File: src/hw/rtl/gmb_pkg.sv
// Shared types, constants and helpers of the grid maze BFS solver.
`timescale 1ns / 1ps
package gmb_pkg;

	localparam int MAX_ROWS = 64;
	localparam int MAX_COLS = 64;
	localparam int ROW_W    = 6;
	localparam int COL_W    = 6;
	localparam int CELL_W   = ROW_W + COL_W;
	localparam int PTR_W    = CELL_W + 1;
	localparam int DIM_W    = 7;

	localparam logic [DIM_W-1:0] DIM_MAX_ROWS = DIM_W'(MAX_ROWS);
	localparam logic [DIM_W-1:0] DIM_MAX_COLS = DIM_W'(MAX_COLS);

	// Stored cell codes
	localparam logic [2:0] CODE_OPEN   = 3'd0;
	localparam logic [2:0] CODE_WALL   = 3'd1;
	localparam logic [2:0] CODE_START  = 3'd2;
	localparam logic [2:0] CODE_FINISH = 3'd3;
	localparam logic [2:0] CODE_PATH   = 3'd4;

	// Configuration register indexes
	localparam logic CFG_ROWS = 1'b0;
	localparam logic CFG_COLS = 1'b1;

	typedef enum logic [1:0] {
		OP_WRITE = 2'd0,
		OP_SOLVE = 2'd1,
		OP_READ  = 2'd2,
		OP_NOP   = 2'd3
	} op_t;

	typedef enum logic [1:0] {
		ST_ACK     = 2'd0,
		ST_FOUND   = 2'd1,
		ST_NOPATH  = 2'd2,
		ST_INVALID = 2'd3
	} status_t;

	// Direction of the move into a cell
	typedef enum logic [1:0] {
		DIR_N = 2'd0,
		DIR_W = 2'd1,
		DIR_S = 2'd2,
		DIR_E = 2'd3
	} dir_t;

	typedef enum logic [3:0] {
		S_IDLE,
		S_RD_WAIT,
		S_SWEEP,
		S_SW_TAIL,
		S_CHECK,
		S_POP,
		S_POP_WAIT,
		S_CUR,
		S_NB_READ,
		S_NB_CHECK,
		S_TR_READ,
		S_TR_WAIT
	} state_t;

	typedef struct packed {
		logic    item_wr;
		logic    item_rd;
		logic    sweep_init;
		logic    sweep_run;
		logic    seed;
		logic    pop;
		logic    load_cur;
		logic    nb_read;
		logic    nb_check;
		logic    dir_next;
		logic    tr_init;
		logic    tr_read;
		logic    tr_step;
		logic    res_load;
		logic    res_use_rd;
		status_t res_status;
	} cmd_t;

	typedef struct packed {
		logic sweep_last;
		logic maze_ok;
		logic queue_empty;
		logic cur_is_finish;
		logic nb_ok;
		logic dir_last;
		logic tr_at_start;
	} stat_t;

	// Clamp a dimension register into 1..max
	function automatic logic [DIM_W-1:0] clamp_dim(input logic [DIM_W-1:0] v,
		input logic [DIM_W-1:0] mx);
		logic [DIM_W-1:0] r;
		if (v == '0) r = DIM_W'(1);
		else if (v > mx) r = mx;
		else r = v;
		return r;
	endfunction

endpackage

File: src/hw/rtl/gmb_ctrl.sv
// Controller state machine of the grid maze BFS solver.
`timescale 1ns / 1ps
module gmb_ctrl (
	input  logic           clk,
	input  logic           arst_n,
	input  logic           s_tvalid,
	input  gmb_pkg::op_t   opcode,
	output logic           s_tready,
	output logic           m_tvalid,
	input  logic           m_tready,
	input  gmb_pkg::stat_t stat,
	output gmb_pkg::cmd_t  cmd
);
	import gmb_pkg::*;

	state_t state_q, state_d;
	logic   out_valid_q;

	// State register and result-valid flag
	always_ff @(posedge clk or negedge arst_n) begin
		if (!arst_n) begin
			state_q     <= S_IDLE;
			out_valid_q <= 1'b0;
		end else begin
			state_q <= state_d;
			if (cmd.res_load) out_valid_q <= 1'b1;
			else if (m_tready) out_valid_q <= 1'b0;
		end
	end

	assign m_tvalid = out_valid_q;

	// Next state and commands
	always_comb begin
		cmd      = '0;
		state_d  = state_q;
		s_tready = (state_q == S_IDLE) && !out_valid_q;
		case (state_q)
			S_IDLE: begin
				if (s_tvalid && s_tready) begin
					case (opcode)
						OP_WRITE: begin
							cmd.item_wr    = 1'b1;
							cmd.res_load   = 1'b1;
							cmd.res_status = ST_ACK;
						end
						OP_READ: begin
							cmd.item_rd = 1'b1;
							state_d     = S_RD_WAIT;
						end
						OP_SOLVE: begin
							cmd.sweep_init = 1'b1;
							state_d        = S_SWEEP;
						end
						default: begin
							cmd.res_load   = 1'b1;
							cmd.res_status = ST_ACK;
						end
					endcase
				end
			end
			S_RD_WAIT: begin
				cmd.res_load   = 1'b1;
				cmd.res_use_rd = 1'b1;
				cmd.res_status = ST_ACK;
				state_d        = S_IDLE;
			end
			S_SWEEP: begin
				cmd.sweep_run = 1'b1;
				if (stat.sweep_last) state_d = S_SW_TAIL;
			end
			S_SW_TAIL: state_d = S_CHECK;
			S_CHECK: begin
				if (!stat.maze_ok) begin
					cmd.res_load   = 1'b1;
					cmd.res_status = ST_INVALID;
					state_d        = S_IDLE;
				end else begin
					cmd.seed = 1'b1;
					state_d  = S_POP;
				end
			end
			S_POP: begin
				if (stat.queue_empty) begin
					cmd.res_load   = 1'b1;
					cmd.res_status = ST_NOPATH;
					state_d        = S_IDLE;
				end else begin
					cmd.pop = 1'b1;
					state_d = S_POP_WAIT;
				end
			end
			S_POP_WAIT: begin
				cmd.load_cur = 1'b1;
				state_d      = S_CUR;
			end
			S_CUR: begin
				if (stat.cur_is_finish) begin
					cmd.tr_init = 1'b1;
					state_d     = S_TR_READ;
				end else begin
					state_d = S_NB_READ;
				end
			end
			S_NB_READ: begin
				if (stat.nb_ok) begin
					cmd.nb_read = 1'b1;
					state_d     = S_NB_CHECK;
				end else if (stat.dir_last) begin
					state_d = S_POP;
				end else begin
					cmd.dir_next = 1'b1;
				end
			end
			S_NB_CHECK: begin
				cmd.nb_check = 1'b1;
				state_d      = stat.dir_last ? S_POP : S_NB_READ;
			end
			S_TR_READ: begin
				if (stat.tr_at_start) begin
					cmd.res_load   = 1'b1;
					cmd.res_status = ST_FOUND;
					state_d        = S_IDLE;
				end else begin
					cmd.tr_read = 1'b1;
					state_d     = S_TR_WAIT;
				end
			end
			S_TR_WAIT: begin
				cmd.tr_step = 1'b1;
				state_d     = S_TR_READ;
			end
			default: state_d = S_IDLE;
		endcase
	end

endmodule

File: config.mk
export PLATFORM = sky130hd
export DESIGN_NAME = gmb_ctrl
export DESIGN_NICKNAME = d
export VERILOG_FILES = /design/src/hw/rtl/gmb_pkg.sv /design/src/hw/rtl/gmb_ctrl.sv
export SDC_FILE = /design/constraint.sdc
export NUM_CORES = 1
export LEC_CHECK = 0
export BUFFER_PORTS_ARGS = -buffer_cell sky130_fd_sc_hd__buf_2
export CAP_MARGIN = 0
export CORE_MARGIN = 10
export CORE_UTILIZATION = 46
export CTS_CLUSTER_SIZE = 16
export DETAILED_ROUTE_END_ITERATION = 7
export GPL_TIMING_DRIVEN = 1
export PLACE_DENSITY = 0.79
export SLEW_MARGIN = 40
export SYNTH_ARGS = -nofsm -noshare
export SYNTH_HDL_FRONTEND = slang
export SYNTH_SLANG_ARGS = --single-unit
File: constraint.sdc
create_clock -name clk -period 2.2 [get_ports clk]
set_clock_uncertainty 0.05 [all_clocks]
set_input_delay 0.11 -clock clk [delete_from_list [all_inputs] [get_ports clk]]
set_output_delay 0.11 -clock clk [all_outputs]
set_load 0.01 [all_outputs]
==> key figures, run 1 <==
Status
  – Status: finished clean

STA
  – Tmin final: 1.992 ns
  – Max_slew headroom: 0.6189
  – Final Max Tran Viols: 0
  – Final period util: 0.9054
  – Hold slack: 0.09091 ns
  – Total negative setup slack: 0 ns
  – Max Clock Freq: 502.0 MHz
  – Unrepaired setup endpoints after global routing: no
  – Endpoints failing hold: 0
  – Final Setup Violations: 0
  – Worst slew pin tran: 0.5717 ns

Detailed routing
  – Via-to-Cell Ratio: 5.404
  – Total Routed Length: 1.924 mm
  – Avg WL per Cell: 13.65 um
  – Via count: 762
  – DR pass1 iterations: 4
  – DR DRC count: 0
  – Routed Antenna Nets: 0
  – 1st-iter DRT viols: 16

Setup path
  – CP required: 2.04 ns
  – CP max FO: 8
  – Setup crit start: state_q[2]
  – Crit Path Category: register to output pin
  – Worst R2R Path Depth: 6
  – R2r setup slk: 0.50 ns
  – Worst r2r src: state_q[2]
  – Setup crit end kind: output pin
  – Reg2reg end: m_tvalid
  – Startpoint Class: register
  – Critical Path AT: 1.83 ns

Final layout
  – Final nets: 145
  – Multi-input gate area: 509.2 um^2
  – Leading cell types in the layout, fill and taps excluded: buf_2 (31), inv_1 (9), nor2_1 (9), o21ai_0 (7)
  – # fillers: 142
  – Fin area: 890.9 um^2
  – Layout Cells excl Fill: 141
  – Syn-to-layout area delta: 26.47%
  – Share of cells above drive strength 1: 0.3520
  – Register area: 125.1 um^2
  – Antenna Cells: 0
  – Commonest non-fill, non-tap cell in the layout: buf_2

Yosys
  – Sequential share of the synthesized area: 0.1776
  – Syn avg cell area: 7.657 um^2
  – Distinct cells, synth: 34
  – Post-synthesis register bit count: 5
  – Net count after synthesis: 111
  – Synthesized area: 704.4 um^2
  – Cells after synthesis: 92
  – Synth warn: 0

Placed design
  – Final Wtd Congestion: 0.8403
  – Final HPWL from detailed placement: 1.658 mm
  – Placed cells: 136
  – PortBufs: 31
  – Placement Cell Area: 852.1 um^2

Min path
  – Min-Delay Endpoint: m_tvalid
  – Hold Path Stages: 2
  – Min-delay src: m_tready
  – Worst hold path type: primary input to register

Die
  – Die Area: 0.003496 mm^2
  – Placeable core area: 0.001471 mm^2
  – Chip Height: 59.13 um
  – Die W: 59.13 um
  – Io pins: 32
  – Row cnt: 14
  – Starting density of the core: 0.4787

Global route
  – Vias in the first global route: 745
  – Total grt overflow: 0
  – Largest net degree at the start of global routing: 20
  – GRT Total Usage: 0.1121
  – Initial antenna violation count: 0
  – First-pass GRT wire length: 3.305 mm

Clock network
  – Sink Count: 5
  – CTS tree: built
  – Clock-pin slew on the worst setup and hold paths: 0.04 ns
  – H-tree levels: 1
  – CTS Buffer Depth: 2
  – CTS Buf Count: 3
  – Clock Tree Root: clkbuf_4
  – Skew-Pair Late Insertion Delay: 0.23 ns

Power and ir drop
  – Worst vdd ir: 0.7194 mV
  – Pwr/cell area: 1088 mW/mm^2
  – Leakage: 0.0004620 uW

Flow run
  – Max_cap viols: 0
## cells by family after synthesis
kind of cell | after synthesis | synth area share
AND/OR/NAND/NOR | 40 | 0.3268
AO/OA/AOI/OAI | 27 | 0.2860
buffers and inverters | 14 | 0.1030
flip-flops | 5 | 0.1776
adder cells (fa/ha/maj) | 6 | 0.1066
## cells in the mapped netlist, drive strengths merged
| library cell | n | area [um^2] |
|---|---|---|
| nand2b | 4 | 25.02 |
| inv | 10 | 37.53 |
| buf | 4 | 35.03 |
| o2bb2ai | 3 | 26.28 |
| a31oi | 1 | 6.260 |
| a31o | 1 | 8.760 |
| nor2b | 5 | 38.78 |
| ha | 6 | 75.07 |
| nor4 | 1 | 6.260 |
| o311ai | 2 | 25.03 |
| or2b | 1 | 7.510 |
| a311oi | 1 | 15.01 |
| nand2 | 5 | 18.77 |
| a21oi | 5 | 25.02 |
| and2 | 3 | 18.77 |
| o211ai | 2 | 15.01 |
| a21o | 1 | 7.510 |
| o21ai | 7 | 35.03 |
| and4bb | 1 | 12.51 |
| a211oi | 1 | 12.51 |
| nand3b | 1 | 7.510 |
| and3 | 5 | 36.28 |
| dfrtp | 5 | 125.1 |
| a22oi | 1 | 7.510 |
| nor3 | 2 | 10.01 |
| nand3 | 3 | 15.01 |
| o221ai | 2 | 17.52 |
| nor2 | 9 | 33.78 |
## worst max-delay path, stage by stage, from the launching register on
cell and delay [ns]:
dfrtp_1 0.36, inv_1 0.07, ha_2 0.23, nor2b_4 0.15, and3_4 0.22, a311oi_2 0.28
o21ai_0 0.12, buf_2 0.17
## registers in the layout (all words and copies together), names as in the netlist
signal / flops
m_tvalid: 1
state_q: 4
## routing by layer
metal / track usage / up-vias / part of all wire
li1: - / 394 / -
met1: 0.1329 / 347 / 0.43
met2: 0.1892 / 21 / 0.51
met3: 0.02790 / 0 / 0.064
met4: 0.03934 / 0 / 0
met5: 0 / - / 0
## report_power, final
group          internal [uW]  leakage (uW)  switching [uW]
registers                126     0.0000663            51.1
logic                    313      0.000381             378
clock network           68.3     0.0000150            33.2
total                    507      0.000462             462
## how the worst max path moves through the flow
stage,to,cells after the start
after global placement,cmd[3],7
after global routing,cmd[3],7
after CTS,cmd[3],7
after floorplan,cmd[3],6
after detailed placement,cmd[3],7
final,cmd[3],7
## repair_timing
action	in CTS	in global routing
resized for setup	0	1
hold endpoints to repair	5	0
endpoints found under the setup margin	0	1
setup buffers	0	0
hold buffers	1	0
## stage by stage
stage / total power, uW / utilization / setup WS [ns]
after floorplan: 706.2 / - / 0.5845
after global placement: 853.2 / 0.5791 / 0.4473
after detailed placement: 867.7 / 0.5791 / 0.3810
after CTS: 974.0 / 0.6037 / 0.1246
after global routing: 1071 / 0.6054 / 0.06911
final: 969.5 / 0.6054 / 0.2080
## final cells by class
type	instances	area share
inverters	10	0.04213
multi-input cells	73	0.5716
well taps	16	0.02247
clock buffers	4	0.02949
repair buffers	33	0.1938
flip-flops and latches	5	0.1404
No activity file was read; power rests on OpenSTA's default activity.
==> run 2: changes to the inputs <==
--- a/config.mk
+++ b/config.mk
@@ -12,7 +12,8 @@
 export CTS_CLUSTER_SIZE = 16
 export DETAILED_ROUTE_END_ITERATION = 7
 export GPL_TIMING_DRIVEN = 1
-export PLACE_DENSITY = 0.79
+export MAX_ROUTING_LAYER = met4
+export PLACE_DENSITY = 0.77
 export SLEW_MARGIN = 40
 export SYNTH_ARGS = -nofsm -noshare
 export SYNTH_HDL_FRONTEND = slang
==> run 2 against run 1 <==
Fmax fell by 2.7%; sequential share of layout area barely moved; non-clock buffer count stayed put; final area decreased by 0.28%; routed wire length down 0.83%; worst setup slack got worse by 0.055 ns; clock power hardly changed; total power down 0.70%; highest routed layer unchanged; largest cell class unchanged; register-to-register slack got worse by 0.06 ns; clock-buffer cell count unchanged.
==> key figures, run 2 (synthesized netlist as in run 1, its figures left out) <==
Setup path
  – Setup crit start: state_q[2]
  – Worst r2r src: state_q[2]
  – CP max FO: 8 (unchanged)
  – Worst path slowest cell: dfrtp_1
  – R2r setup slk: 0.44 ns (-0.06 ns)
  – Worst stage delay on the critical path: 0.36 ns (about the same)
  – Crit Path Category: register to output pin
  – Worst R2R Path Depth: 6 (unchanged)
  – Reg2reg end: m_tvalid
  – Setup crit end kind: output pin
  – Startpoint Class: register
  – Critical Path AT: 1.89 ns (+0.06 ns)
  – Crit-path cells: inv_1 -> ha_1 -> nor2b_4 -> and3_4 -> a311oi_2 -> o21ai_0 -> buf_2
  – CP required: 2.04 ns (about the same)

Placed design
  – Final Wtd Congestion: 0.8062 (-4.1%)
  – Final HPWL from detailed placement: 1.661 mm (+0.19%)
  – Placement Cell Area: 852.1 um^2 (unchanged)
  – PortBufs: 31 (unchanged)
  – Dpl ws: 0.4086 ns (+0.02757 ns)

Clock network
  – Clock-pin slew on the worst setup and hold paths: 0.04 ns (about the same)
  – Sink Count: 5 (unchanged)
  – CTS Buf Count: 3 (unchanged)
  – Clock Tree Root: clkbuf_4
  – H-tree levels: 1 (unchanged)
  – Post-CTS resize count: 0 (unchanged)
  – CTS tree: built
  – CTS Buffer Depth: 2 (unchanged)
  – Skew-Pair Late Insertion Delay: 0.23 ns (about the same)

Power and ir drop
  – Leakage: 0.0004630 uW (+0.21%)
  – Switching share of power: 0.4781 (+0.001093)
  – Worst vdd ir: 0.6347 mV (-12%)
  – NetSw: 460.3 uW (-0.47%)
  – Power share of the clock group: 0.105 (about the same)
  – Design internal power: 502.5 uW (-0.91%)
  – Part of the power in registers: 0.187 (+0.004)
  – Pwr/cell area: 1084 mW/mm^2 (-0.42%)
  – Comb pwr share: 0.708 (-0.005)

STA
  – Unrepaired setup endpoints after global routing: no
  – Hold slack: 0.08877 ns (-0.002143 ns)
  – Max Clock Freq: 488.6 MHz (-2.7%)
  – Max_slew headroom: 0.6035 (-0.01540)
  – Endpoints failing hold: 0 (unchanged)
  – Worst slew pin tran: 0.5948 ns (+0.02309 ns)
  – Total negative setup slack: 0 ns (unchanged)
  – Final Max Tran Viols: 0 (unchanged)
  – Final worst slack: 0.1534 ns (-0.05465 ns)
  – Tmin final: 2.047 ns (+0.05465 ns)
  – Final period util: 0.9303 (+0.02484)
  – Final Setup Violations: 0 (unchanged)

Global route
  – Total grt overflow: 0 (unchanged)
  – Vias in the first global route: 758 (+1.7%)
  – Initial antenna violation count: 0 (unchanged)
  – Largest net degree at the start of global routing: 20 (unchanged)
  – GRT Total Usage: 0.1143 (+0.002235)
  – First-pass GRT wire length: 3.222 mm (-2.5%)

Final layout
  – Commonest non-fill, non-tap cell in the layout: buf_2
  – # fillers: 148 (+4.2%)
  – Largest Register: state_q
  – Syn-to-layout area delta: 26.11%
  – Final nets: 145 (unchanged)
  – Leading cell types in the layout, fill and taps excluded: buf_2 (31), inv_1 (9), nor2_1 (9), o21ai_0 (7), ha_1 (6)
  – Share of cells above drive strength 1: 0.3440 (-0.008000)
  – Fin area: 888.4 um^2 (-0.28%)
  – Max FFs per register: 4 (unchanged)
  – Antenna Cells: 0 (unchanged)

Detailed routing
  – Routed Antenna Nets: 0 (unchanged)
  – Via count: 753 (-1.2%)
  – Avg WL per Cell: 13.53 um (-0.83%)
  – DR pass1 iterations: 4 (unchanged)
  – Total Routed Length: 1.908 mm (-0.83%)
  – 1st-iter DRT viols: 15 (-1)
  – Via-to-Cell Ratio: 5.340 (-1.2%)
  – DR DRC count: 0 (unchanged)

Die
  – Row cnt: 14 (unchanged)
  – Chip Height: 59.13 um (unchanged)
  – Die Area: 0.003496 mm^2 (unchanged)
  – Io pins: 32 (unchanged)
  – Placeable core area: 0.001471 mm^2 (unchanged)
  – Die W: 59.13 um (unchanged)
  – Starting density of the core: 0.4787 (unchanged)

Flow run
  – Max_cap viols: 0 (unchanged)

Status
  – Status: finished clean

Min path
  – Hold Path Stages: 2 (unchanged)
  – Min-delay src: m_tready
  – Worst hold path type: primary input to register
  – Min-Delay Endpoint: m_tvalid
[run 2: cell count changes in the layout (fill, tap and decap cells not counted)]
| cell | before | now |
|---|---|---|
| ha_2 | 1 | 0 |
| ha_1 | 5 | 6 |
[run 2: worst max-delay path by stage]
| stage | end | slack [ns] | cells past startpoint |
|---|---|---|---|
| final | cmd[3] | 0.15 | 7 |
| after global placement | cmd[3] | 0.45 | 7 |
| after CTS | cmd[3] | 0.14 | 7 |
| after detailed placement | cmd[3] | 0.41 | 7 |
| after global routing | cmd[3] | 0.009 | 7 |
| after floorplan | cmd[3] | 0.58 | 6 |
[run 2: cell type report]
class                      count  area (um^2)  share of cell area
timing repair buffer          33        172.7              0.1944
tap                           16        20.02             0.02254
clock buffer                   4        26.28             0.02958
inverter                      10        37.54             0.04225
sequential                     5        125.1              0.1408
multi-input combinational     73        506.7              0.5704
[run 2: stage by stage]
step,util,total power (uW),instances
after floorplan,-,706.2,92
after global placement,0.5791,853.7,136
after detailed placement,0.5791,863.9,136
after CTS,0.6037,973.8,141
after global routing,0.6037,1060,141
final,0.6037,962.7,141
[run 2: timing repair]
action | CTS | global route
setup buffers | 0 | 0
endpoints found under the hold margin | 5 | 0
hold buffers | 1 | 0
[run 2: per-layer routing]
metal	part of all wire	GRT usage	routed length (um)
met1	0.44	0.1280	843
met2	0.51	0.1937	971
met3	0.049	0.02146	93
met4	0	0.04590	0
met5	0	-	0
[run 2: worst max-delay path, delay by kind of cell, from the launching register on]
kind	cells	cell delay [ns]
AOI/OAI and AO/OA	2	0.39
adders and majority gates	1	0.28
buffers and inverters	2	0.24
DFF	1	0.36
and+or+nand+nor	2	0.39
[run 2: power by group through the flow]
stage	Combinational (uW)	Sequential, uW	Clock (uW)
CTS	690	178	107
detailed placement	685	179	0
floorplan	558	148	0
global route	764	187	109
global placement	676	178	0
finish	682	180	101
